`config.mk`:
```
export PLATFORM = sky130hd
export DESIGN_NAME = bwbp_ctrl
export DESIGN_NICKNAME = d
export VERILOG_FILES = /design/src/design/bwram_bitmap_projection_port_macros.svh /design/src/design/bwbp_pkg.sv /design/src/design/bwbp_ctrl.sv
export SDC_FILE = /design/constraint.sdc
export NUM_CORES = 1
export LEC_CHECK = 0
export BUFFER_PORTS_ARGS = -buffer_cell sky130_fd_sc_hd__clkbuf_2
export CORE_AREA = 4 4 41 43
export DETAILED_ROUTE_END_ITERATION = 7
export DIE_AREA = 0 0 45 47
export GPL_TIMING_DRIVEN = 0
export PLACE_DENSITY = 0.35
export SYNTH_ARGS = -nofsm -noshare
export SYNTH_HDL_FRONTEND = slang
export SYNTH_SLANG_ARGS = --single-unit
```
`constraint.sdc`:
```
create_clock -name i_clk -period 1.15 [get_ports i_clk]
set_input_delay 0.0575 -clock i_clk [delete_from_list [all_inputs] [get_ports i_clk]]
set_output_delay 0.0575 -clock i_clk [all_outputs]
set_load 0.02 [all_outputs]
```
`src/design/bwram_bitmap_projection_port_macros.svh`:
```
// Assertion macros for the backup RAM port.
`ifndef BWRAM_BITMAP_PROJECTION_PORT_MACROS_SVH
`define BWRAM_BITMAP_PROJECTION_PORT_MACROS_SVH

// Same-cycle implication, disabled while reset is held.
`define BWBP_ASSERT_NOW(label, clk, rst_n, ante, cons, msg) \
    label: assert property (@(posedge clk) disable iff (!(rst_n)) (ante) |-> (cons)) \
        else $error(msg);

// Next-cycle implication, disabled while reset is held.
`define BWBP_ASSERT_NEXT(label, clk, rst_n, ante, cons, msg) \
    label: assert property (@(posedge clk) disable iff (!(rst_n)) (ante) |=> (cons)) \
        else $error(msg);

`endif

```
`src/design/bwbp_pkg.sv`:
```
// Shared types and constants for the backup RAM port.
`default_nettype none

package bwbp_pkg;

    // access direction
    localparam logic ACT_READ  = 1'b0;
    localparam logic ACT_WRITE = 1'b1;

    // view codes; code 3 is unused (reads zero, writes dropped)
    localparam logic [1:0] VIEW_WINDOW = 2'd0;
    localparam logic [1:0] VIEW_BITMAP = 2'd1;
    localparam logic [1:0] VIEW_LINEAR = 2'd2;

    // configuration register indexes
    localparam int unsigned CFG_IDX_W = 2;
    localparam logic [CFG_IDX_W-1:0] CFG_TWO_BPP    = 2'd0;
    localparam logic [CFG_IDX_W-1:0] CFG_WIN_BITMAP = 2'd1;
    localparam logic [CFG_IDX_W-1:0] CFG_WIN_BANK   = 2'd2;

    localparam int unsigned BANK_W    = 7;
    localparam int unsigned LIN_BANK_W = 5;
    localparam int unsigned WIN_OFF_W = 13;
    localparam int unsigned OFFSET_W  = 20;
    localparam int unsigned DATA_W    = 8;

    localparam logic [DATA_W-1:0] PIX4_MASK = 8'h0f;
    localparam logic [DATA_W-1:0] PIX2_MASK = 8'h03;

    typedef enum logic [2:0] {
        KIND_NOP,
        KIND_ZERO_RD,
        KIND_BYTE_RD,
        KIND_BYTE_WR,
        KIND_PIX_RD,
        KIND_PIX_WR
    } t_kind;

    typedef enum logic [1:0] {
        S_IDLE,
        S_READ,
        S_MODIFY
    } t_state;

    typedef struct packed {
        logic capture;    // latch request for the read or modify state
        logic write_now;  // byte write straight from the inputs
        logic writeback;  // merged pixel byte goes back to RAM
    } t_cmd;

endpackage

`default_nettype wire

```
`src/design/bwbp_ctrl.sv`:
```
// Access sequencer: byte-write, read and pixel read-modify-write access flows.
`default_nettype none

module bwbp_ctrl (
    input  wire logic           i_clk,
    input  wire logic           i_rst_n,
    input  wire logic           i_start,
    input  wire bwbp_pkg::t_kind i_kind,
    output bwbp_pkg::t_cmd      o_cmd,
    output logic                o_busy,
    output logic                o_valid
);

    bwbp_pkg::t_state r_state;
    bwbp_pkg::t_state n_state;

    always_ff @(posedge i_clk) begin
        if (!i_rst_n) begin
            r_state <= bwbp_pkg::S_IDLE;
        end else begin
            r_state <= n_state;
        end
    end

    always_comb begin
        n_state = r_state;
        unique case (r_state)
            bwbp_pkg::S_IDLE: begin
                if (i_start) begin
                    unique case (i_kind) inside
                        bwbp_pkg::KIND_ZERO_RD, bwbp_pkg::KIND_BYTE_RD,
                        bwbp_pkg::KIND_PIX_RD: n_state = bwbp_pkg::S_READ;
                        bwbp_pkg::KIND_PIX_WR: n_state = bwbp_pkg::S_MODIFY;
                        default:               n_state = bwbp_pkg::S_IDLE;
                    endcase
                end
            end
            bwbp_pkg::S_READ:   n_state = bwbp_pkg::S_IDLE;
            bwbp_pkg::S_MODIFY: n_state = bwbp_pkg::S_IDLE;
            default:            n_state = bwbp_pkg::S_IDLE;
        endcase
    end

    always_comb begin
        o_cmd   = '0;
        o_busy  = 1'b0;
        o_valid = 1'b0;
        unique case (r_state)
            bwbp_pkg::S_IDLE: begin
                o_cmd.capture   = i_start;
                o_cmd.write_now = i_start && (i_kind == bwbp_pkg::KIND_BYTE_WR);
            end
            bwbp_pkg::S_READ: begin
                o_busy  = 1'b1;
                o_valid = 1'b1;
            end
            bwbp_pkg::S_MODIFY: begin
                o_busy          = 1'b1;
                o_cmd.writeback = 1'b1;
            end
            default: begin
                o_busy = 1'b0;
            end
        endcase
    end

endmodule

`default_nettype wire

```
Word-level counts from Yosys, hierarchy flattened
Cells that the tools add are included.
Operators by class
  reductions and logical operators: 5
  eq/ne operators: 7
  mux-type cells: 5
Operator list (number)
  $eq 3x2->1 const B: 2
  $eq 3x3->1 const B: 2
  $pmux 2 s2: 1
  $eq 3x1->1 const B: 1
  $mux 1: 3
  $reduce_or 3->1: 1
  $eq 2x1->1 const B: 1
  $eq 2x2->1 const B: 1
  $logic_not 2->1: 1
  $mux 2: 1
  $reduce_and 2->1: 1
  $reduce_or 2->1: 1
  $logic_and 1x1->1: 1
Word-level totals
  bits in registers: 2

Logic depth before layout (Yosys ltp)
Gate-level depths: netlist of the first run.
  word-level depth: 3
  gate-level depth with buffers: 4

Worst setup path before layout of the first run
No wires, ideal clock.
  path kind: reg2out
  start point: register r_state[0]
  end point: output port o_cmd[1] (netlist name)
  arrival: 1.101 ns
  setup slack: -0.008 ns
  stages on the path, launching flop included: 5
  cells stage by stage: dfxtp_1 -> inv_1 -> ha_1 -> and2_1 -> and4b_1
RTL lines
  start: declaration: line bwbp_ctrl.sv:14  | bwbp_pkg::t_state r_state;
  start signal: assignment: line bwbp_ctrl.sv:19  | r_state <= bwbp_pkg::S_IDLE;
  start signal: assignment: line bwbp_ctrl.sv:21  | r_state <= n_state;
  end: declaration: line bwbp_ctrl.sv:9  | output bwbp_pkg::t_cmd o_cmd,

==> results of run 1 <==
[worst max-delay path, delay by kind of cell (launching register included)]
family | cells | cell delay (ns)
AND/OR/NAND/NOR | 2 | 0.36
adder cells (fa/ha/maj) | 1 | 0.15
buffers and inverters | 2 | 0.18
flip-flops | 1 | 0.33
[cell usage in the layout, fill, tap and decap left out, drive strengths merged]
| master | count |
|---|---|
| buf | 6 |
| inv | 2 |
| nand2 | 1 |
| and4b | 1 |
| nand2b | 1 |
| nand4b | 1 |
| nor2 | 1 |
| and2 | 1 |
| a211oi | 1 |
| xor2 | 1 |
| dfxtp | 2 |
| a21oi | 1 |
| o21ai | 2 |
| clkbuf | 11 |
| ha | 3 |
[per-stage QoR]
step / setup slack (ns) / hold slack [ns] / setup TNS, ns / area, um^2 / std cells
final: -0.1443 / 0.08172 / -0.1443 / 316.6 / 50
after global routing: -0.1869 / 0.1134 / -0.1903 / 316.6 / 50
after CTS: -0.1591 / 0.06948 / -0.1591 / 301.5 / 49
after detailed placement: -0.04452 / 0.3144 / -0.04452 / 230.2 / 43
after global placement: -0.02905 / 0.3136 / -0.02905 / 230.2 / 43
after floorplan: 0.006542 / 0.1453 / 0 / 161.4 / 18
[cell families (layout without fill, tap and decap cells)]
family                   Yosys count  count (layout)  synth area share (%)
AND/OR/NAND/NOR                    6               6                 24.22
AO/OA/AOI/OAI                      4               4                 17.18
adder cells (fa/ha/maj)            3               3                 23.44
flip-flops                         2               2                 25.00
buffers and inverters              2              19                 4.689
XOR/XNOR                           1               1                 5.470
[power by group through the flow]
stage          combinational (mW)  clock (mW)  sequential, mW
2_1_floorplan              0.0434           0          0.0768
3_3_place_gp               0.0678           0          0.0775
3_5_place_dp               0.0696           0          0.0775
4_1_cts                    0.0894       0.165          0.0769
5_1_grt                     0.107       0.169          0.0778
6_report                   0.0957       0.152          0.0771
[area by class of cell]
cell class	instances	area, um^2	share of cell area [%]
multi-input combinational	14	128.9	40.71
sequential	2	42.54	13.44
tap	15	18.77	5.929
timing repair buffer	14	96.34	30.43
inverter	2	7.507	2.372
clock buffer	3	22.52	7.115
[layer usage]
metal	part of all wire, %	vias up	wire (um)	global-route usage [%]
li1	-	98	-	-
met1	48	73	235	6.787
met2	41	10	200	8.192
met3	10	0	49	3.448
met4	0	0	0	3.509
met5	0	-	0	0
[worst max-delay path by stage]
stage	start	to	slack [ns]	cells after the start
floorplan	r_state[0]	o_cmd[1]	0.007	4
global placement	r_state[0]	o_cmd[1]	-0.03	5
detailed placement	r_state[0]	o_cmd[1]	-0.04	5
CTS	r_state[0]	o_cmd[1]	-0.16	5
global route	r_state[0]	o_cmd[1]	-0.19	5
finish	r_state[0]	o_cmd[1]	-0.14	5
[repair_timing]
| item | 4_1_cts | 5_1_grt |
|---|---|---|
| buffers inserted | 3 | 1 |
| gates resized for setup | 9 | 4 |
| pin swaps | 1 | 1 |
| endpoints found under the setup margin | 3 | 2 |
==> results.cfg, run 1 <==
[outcome]
run_status = finished with violations
failed_checks = setup timing

[layout]
drive_above_1_share_pct = 71.43
area.growth.synth_to_final_pct = 97.66
largest_register_ffs = 2
finalNetCount = 46
largest_registers = r_state: 2 flops
antenna_diode_count = 0
top_register = r_state
final_core_util_pct = 24.33
fillerInstances = 159

[clock_tree]
tritoncts_clock_tree = yes
cts_hold_buf = 0
tritoncts.num_buffers = 3
cts_sinks = 2
ctsHtreeMaxLevel = 1
insertion_delay_ns = 0.22
cts.reportedPaths.clkPinSlew_ns = 0.03
cts_root_buf = sky130_fd_sc_hd__clkbuf_4
ctsLongestPathBuffers = 2

[setup_path]
path_class = register to output pin
end_kind = output pin
r2r_slack_ns = 0.24
critPathRequiredTime_ns = 1.09
worstReg2RegEnd = r_state[0]
setup.worst_path.start_class = register
largest_fanout_on_the_critical_path = 2
r2r.worst_path.cells = 5
max_incr_delay_on_cp_ns = 0.33
cp.arrival_ns = 1.24
timing.critical_path.cells = inv_2, ha_4, and2_4, and4b_2, buf_8
slowest_stage = sky130_fd_sc_hd__dfxtp_2
crit-reg2reg-launch = r_state[0]

[floorplanning]
core_area_um2 = 1301
initial_utilization_pct = 12.31
rows = 13
vertical_die_dimension_um = 47
floorplan.die_area_um2 = 2115
die_x_um = 45
boundaryPins = 11

[power_and_ir_drop]
power.internal_uw = 236.8
fin_total_pwr_uw = 324.9
switching_power_uw = 88.16
power-per-cell-area_nw_per_um2 = 1026
clockPowerShare_pct = 46.8
ir_worst_vdd_v = 0.0004329
leakage_power_of_the_design_nw = 0.1496
power.share.sequential_pct = 23.7
power.share.switching_pct = 27.13
comb_power_share_pct = 29.4

[timing]
timing.final.max_slew_violations = 0
setup_viol = 1
achievable-frequency_mhz = 772.6
layout_min_cycle_time_ns = 1.294
final_min_period_over_clock_period_pct = 112.5
max-slew-margin-rel_pct = 89.80
post-route-worst-setup-slack_ns = -0.1443
setup_repair_after_global_routing_missed_its_margin = true
worstMarginPinSlew_ns = 0.1519
final_hold_violation_count = 0
skew_ns = 0.002473

[logic_synthesis]
ys.warnings.count = 0
netlist_top_cells_area = sky130_fd_sc_hd__dfxtp_1, sky130_fd_sc_hd__ha_1, sky130_fd_sc_hd__a211oi_2, sky130_fd_sc_hd__and4b_1, sky130_fd_sc_hd__nand4b_1
synthesis.nets = 27
count_of_flip_flops_with_a_built_in_enable_after_synthesis = 0
netlist_top_cells_count = sky130_fd_sc_hd__ha_1, sky130_fd_sc_hd__dfxtp_1, sky130_fd_sc_hd__inv_1
synth_largest_area_cell = sky130_fd_sc_hd__dfxtp_1
synth_top_area_share_pct = 25.00
async_flop_share_pct = 0
syn_avg_cell_area_um2 = 8.897
ys_seq_elements = 2
synthesis.instances = 18
most_common_flop_cell_mapped_by_yosys = sky130_fd_sc_hd__dfxtp_1
mappedNetlistArea_um2 = 160.2
synth_seq_area_share_pct = 25.00
synthDistinctLibCells = 14
yosysMostFrequentCell = sky130_fd_sc_hd__ha_1

[worst_hold_path]
min_delay_path_depth = 3
min-delay-start = i_rst_n
worst_hold_path.endpoint = r_state[0]
worst_hold_path_type = input pin to register

[drt]
routedWlPerCell_um = 9.700
first_iter_violations = 0
firstDrtPassIters = 1
drc = 0
routed_wirelength_um = 485
drt-vias-per-instance = 3.620
antenna_violating_nets_post_route = 0
num_vias = 181

[grt]
initial_antenna_violation_count = 0
grt_overflow = 0
grt_max_degree = 6
vias_in_the_first_global_route = 206
track_usage_pct = 5.836
grt_pass1_wl_um = 834

[place]
gp_congestion = 0.6184
port_buffers = 10

[run]
cap_viol_max_count = 0
No activity file was read; power rests on OpenSTA's default activity.
==> inputs of run 2 (changes only) <==
Settings changed: BUFFER_PORTS_ARGS -buffer_cell sky130_fd_sc_hd__clkbuf_2 to not set, DONT_BUFFER_PORTS set to 1, PLACE_DENSITY 0.35 to 0.3, SKIP_LAST_GASP set to 1.
==> run 2 against run 1 <==
Compared with the run above:
- routed wire length grew 2.7%
- clock power about the same
- sequential cell count stayed put
- register-to-register slack improved by 0.09 ns
- final area is 12% lower
- clock skew decreased by 0.0010 ns
- die area unchanged
- hold slack worse by 0.056 ns
- final cell count shrank 14%
- utilization decreased by 3.0 points
- the flow still finishes with violations (setup timing)
==> results.cfg, run 2 (synthesized netlist as in run 1, its figures left out) <==
[setup_path]
largest_fanout_on_the_critical_path = 2
r2r_slack_ns = 0.33
worstReg2RegEnd = r_state[0]
timing.critical_path.cells = inv_2, ha_4, and2_4, and4b_2
path_buf_inv = 1
crit-reg2reg-launch = r_state[0]
max_incr_delay_on_cp_ns = 0.31
path_class = register to output pin
worstSetupPathDepth = 4
family_of_cells_with_the_greatest_summed_delay_on_the_critical_path = simple AND/OR/NAND/NOR gates
cp.arrival_ns = 1.21
end_kind = output pin
setup.worst_path.start_class = register
critPathRequiredTime_ns = 1.09
r2r.worst_path.cells = 4
slowest_stage = sky130_fd_sc_hd__dfxtp_2

[clock_tree]
ctsHtreeMaxLevel = 1
ctsLongestPathBuffers = 2
cts_root_buf = sky130_fd_sc_hd__clkbuf_4
tritoncts.num_buffers = 3
cts.reportedPaths.clkPinSlew_ns = 0.03
tritoncts_clock_tree = yes
insertion_delay_ns = 0.22
cts_sinks = 2

[floorplanning]
floorplan.die_area_um2 = 2115
boundaryPins = 11
initial_utilization_pct = 12.31
rows = 13
vertical_die_dimension_um = 47
die_x_um = 45
core_area_um2 = 1301

[worst_hold_path]
worst_hold_path.endpoint = r_state[1]
worst_hold_path_type = input pin to register
min_delay_path_depth = 2
min-delay-start = i_kind[2]

[layout]
area.growth.synth_to_final_pct = 73.44
layout_commonest_cell = sky130_fd_sc_hd__buf_4
layoutNonFillerInstCount = 43
finalNetCount = 39
drive_above_1_share_pct = 57.14
largest_register_ffs = 2
most-common-layout-cells = sky130_fd_sc_hd__buf_4, sky130_fd_sc_hd__clkbuf_4
largest_registers = r_state: 2 flops
antenna_diode_count = 0
top_register = r_state

[timing]
setup_viol = 2
worstMarginPinSlew_ns = 0.2245
layout_min_cycle_time_ns = 1.265
timing.final.max_slew_violations = 0
final_hold_violation_count = 0
skew_ns = 0.001462
final_min_period_over_clock_period_pct = 110.0
hold_slack_final_ns = 0.02609
setup_repair_after_global_routing_missed_its_margin = true
achievable-frequency_mhz = 790.4
max-slew-margin-rel_pct = 85.07
post-route-worst-setup-slack_ns = -0.1152

[drt]
routedWlPerCell_um = 11.58
num_vias = 167
drt-vias-per-instance = 3.884
drc = 0
first_iter_violations = 3
antenna_violating_nets_post_route = 0
routed_wirelength_um = 498
firstDrtPassIters = 4

[power_and_ir_drop]
switching_power_uw = 82.20
power.share.sequential_pct = 24.7
leakage_power_of_the_design_nw = 0.1146
comb_power_share_pct = 25.5
power.share.switching_pct = 26.37
clockPowerShare_pct = 49.8
power-per-cell-area_nw_per_um2 = 1122
ir_worst_vdd_v = 0.0004558
fin_total_pwr_uw = 311.7
power.internal_uw = 229.5

[grt]
initial_antenna_violation_count = 0
vias_in_the_first_global_route = 199
grt_max_degree = 5
track_usage_pct = 5.442
grt_pass1_wl_um = 745
grt_overflow = 0

[outcome]
run_status = finished with violations
failed_checks = setup timing

[place]
dp_worst_setup_slack_ns = -0.07480
gp_congestion = 0.5666
port_buffers = 0
dp.cells = 33
sum_of_net_half_perimeters_after_detailed_placement_um = 297.4

[run]
cap_viol_max_count = 0
run 2: per-layer routing:
metal  up-vias  part of all wire [%]  global-route usage (%)
met5         -                     0                       0
met4         0                     0                   5.263
met3         0                   9.0                   2.299
met2         7                    53                   9.605
met1        78                    38                   4.525
li1         82                     -                       -
run 2: final cells by class:
| class | count | area, um^2 |
|---|---|---|
| Fill cell | 159 | 1023 |
| Timing Repair Buffer | 7 | 57.56 |
| Sequential cell | 2 | 42.54 |
| Inverter | 2 | 7.507 |
| Clock buffer | 3 | 22.52 |
| Tap cell | 15 | 18.77 |
| Multi-Input combinational cell | 14 | 128.9 |
run 2: metrics by stage:
step           cell area, um^2  util (%)  setup TNS [ns]
2_1_floorplan            161.4         -               0
3_3_place_gp             180.2     13.85        -0.06658
3_5_place_dp             180.2     13.85        -0.07480
4_1_cts                  270.3     20.77         -0.1255
5_1_grt                  277.8     21.35         -0.1936
6_report                 277.8     21.35         -0.1157
run 2: worst max path at each step:
| stage | start | to |
|---|---|---|
| CTS | r_state[0] | o_cmd[1] |
| global route | r_state[1] | o_cmd[1] |
| finish | r_state[0] | o_cmd[1] |
| global placement | r_state[0] | o_cmd[1] |
| floorplan | r_state[0] | o_cmd[1] |
| detailed placement | r_state[0] | o_cmd[1] |
run 2: power by group through the flow:
stage | Sequential (mW) | Clock [mW] | Combinational (mW)
after detailed placement | 0.0776 | 0 | 0.0493
after floorplan | 0.0768 | 0 | 0.0434
final | 0.0770 | 0.155 | 0.0795
after global placement | 0.0774 | 0 | 0.0485
after CTS | 0.0770 | 0.169 | 0.0774
after global routing | 0.0774 | 0.172 | 0.0844
run 2: what timing repair did:
action,in CTS,in global routing
endpoints found under the setup margin,2,1
gates cloned,0,0
setup buffers,4,1
endpoints found under the hold margin,2,0
hold buffers,2,0
resized for setup,8,0
pin swaps,2,2
==> inputs of run 3 (changes only) <==
Settings changed: SKIP_CTS_REPAIR_TIMING set to 1.
==> run 3 against run 2 <==
Compared with the run above:
- the run still ends with setup timing left
- highest routed layer unchanged
- hold slack worse by 0.016 ns
- largest cell class unchanged
- critical path depth unchanged
- sequential cell count unchanged
- largest power group unchanged
- die area unchanged
==> results.cfg, run 3 (synthesized netlist as in run 1, its figures left out) <==
[outcome]
run_status = finished with violations
failed_checks = setup timing

[floorplanning]
floorplan.die_area_um2 = 2115
boundaryPins = 11
rows = 13
die_x_um = 45
initial_utilization_pct = 12.31
vertical_die_dimension_um = 47
core_area_um2 = 1301

[grt]
grt_overflow = 0
track_usage_pct = 4.338
grt_max_degree = 6
initial_antenna_violation_count = 0
vias_in_the_first_global_route = 147
grt_pass1_wl_um = 565

[drt]
routedWlPerCell_um = 11.45
drc = 0
firstDrtPassIters = 1
routed_wirelength_um = 458
drt-vias-per-instance = 3.825
first_iter_violations = 0
antenna_violating_nets_post_route = 0
num_vias = 153

[layout]
area.growth.synth_to_final_pct = 59.37
fillerInstances = 155
finalNetCount = 36
layoutNonFillerInstCount = 40
layout_commonest_cell = sky130_fd_sc_hd__clkbuf_4
largest_register_ffs = 2
top_register = r_state
antenna_diode_count = 0
drive_above_1_share_pct = 52.00
largest_registers = r_state: 2 flops

[setup_path]
worstSetupPathDepth = 4
r2r.worst_path.cells = 4
setup.worst_path.start_class = register
family_of_cells_with_the_greatest_summed_delay_on_the_critical_path = simple AND/OR/NAND/NOR gates
path_buf_inv = 1
cp.arrival_ns = 1.22
end_kind = output pin
path_class = register to output pin
timing.critical_path.cells = inv_2, ha_4, and2_4, and4b_2
largest_fanout_on_the_critical_path = 3
max_incr_delay_on_cp_ns = 0.32
critPathRequiredTime_ns = 1.09
slowest_stage = sky130_fd_sc_hd__dfxtp_2

[timing]
layout_min_cycle_time_ns = 1.278
timing.final.max_slew_violations = 0
setup_viol = 1
worstMarginPinSlew_ns = 0.2224
final_min_period_over_clock_period_pct = 111.1
skew_ns = 0.001699
max-slew-margin-rel_pct = 85.21
achievable-frequency_mhz = 782.4
setup_repair_after_global_routing_missed_its_margin = true
final_hold_violation_count = 0
post-route-worst-setup-slack_ns = -0.1281

[place]
port_buffers = 0
sum_of_net_half_perimeters_after_detailed_placement_um = 297.4
dp.cells = 33
gp_congestion = 0.5666
dp_worst_setup_slack_ns = -0.07480

[power_and_ir_drop]
ir_worst_vdd_v = 0.0004599
power-per-cell-area_nw_per_um2 = 1193
leakage_power_of_the_design_nw = 0.09980

[clock_tree]
ctsHtreeMaxLevel = 1
tritoncts_clock_tree = yes
cts_sinks = 2
cts.reportedPaths.clkPinSlew_ns = 0.03
insertion_delay_ns = 0.22
cts_root_buf = sky130_fd_sc_hd__clkbuf_4
tritoncts.num_buffers = 3
ctsLongestPathBuffers = 2

[worst_hold_path]
worst_hold_path_type = input pin to register
min_delay_path_depth = 2

[run]
cap_viol_max_count = 0
run 3: changes by cell type in the layout (fill, tap and decap cells not counted), sizes merged:
cell	previous run	this run
buf	5	2
run 3: area by class of cell:
cell class / count / area (um^2) / area share (%)
Multi-Input combinational cell: 14 / 128.9 / 50.49
Clock buffer: 3 / 22.52 / 8.824
Inverter: 2 / 7.507 / 2.941
Sequential cell: 2 / 42.54 / 16.67
Tap cell: 15 / 18.77 / 7.353
Timing Repair Buffer: 4 / 35.03 / 13.73
run 3: worst reg2reg max path, cell delays in order (launching register included):
cell,delay [ns]
sky130_fd_sc_hd__dfxtp_2,0.32
sky130_fd_sc_hd__inv_2,0.07
sky130_fd_sc_hd__ha_4,0.13
sky130_fd_sc_hd__nand2_1,0.07
sky130_fd_sc_hd__a211oi_2,0.15
run 3: worst paths after layout:
kind                                 start    endpoint  slack [ns]
worst max-delay path            r_state[0]    o_cmd[1]       -0.13
worst max register to register  r_state[0]  r_state[0]        0.32
worst min register to register  r_state[1]  r_state[1]        0.48
worst min-delay path               i_start  r_state[1]        0.01
run 3: report_power, final:
part | internal [mW] | switching, mW | total [mW] | leakage, nW
Clock | 0.115 | 0.0401 | 0.155 | 0.0138
Sequential | 0.0745 | 0.00356 | 0.0781 | 0.0172
Combinational | 0.0347 | 0.0365 | 0.0713 | 0.0688
run 3: layer usage:
metal	wire (um)	vias to the layer above	share of wire (%)	track usage, %
met4	0	0	0	5.263
met5	0	-	0	0
met1	176	69	38	4.299
li1	-	76	-	-
met3	46	0	10	2.299
met2	236	8	52	5.932
run 3: per-stage QoR:
step	cell area [um^2]	utilization [%]	hold WS [ns]	TNS, ns	power [mW]
2_1_floorplan	161.4	-	0.1453	0	0.1202
3_3_place_gp	180.2	13.85	0.1554	-0.06658	0.1260
6_report	255.2	19.62	0.009992	-0.1281	0.3046
4_1_cts	202.7	15.58	-0.08481	-0.3356	0.2955
3_5_place_dp	180.2	13.85	0.1577	-0.07480	0.1269
5_1_grt	255.2	19.62	0.02560	-0.1603	0.3266
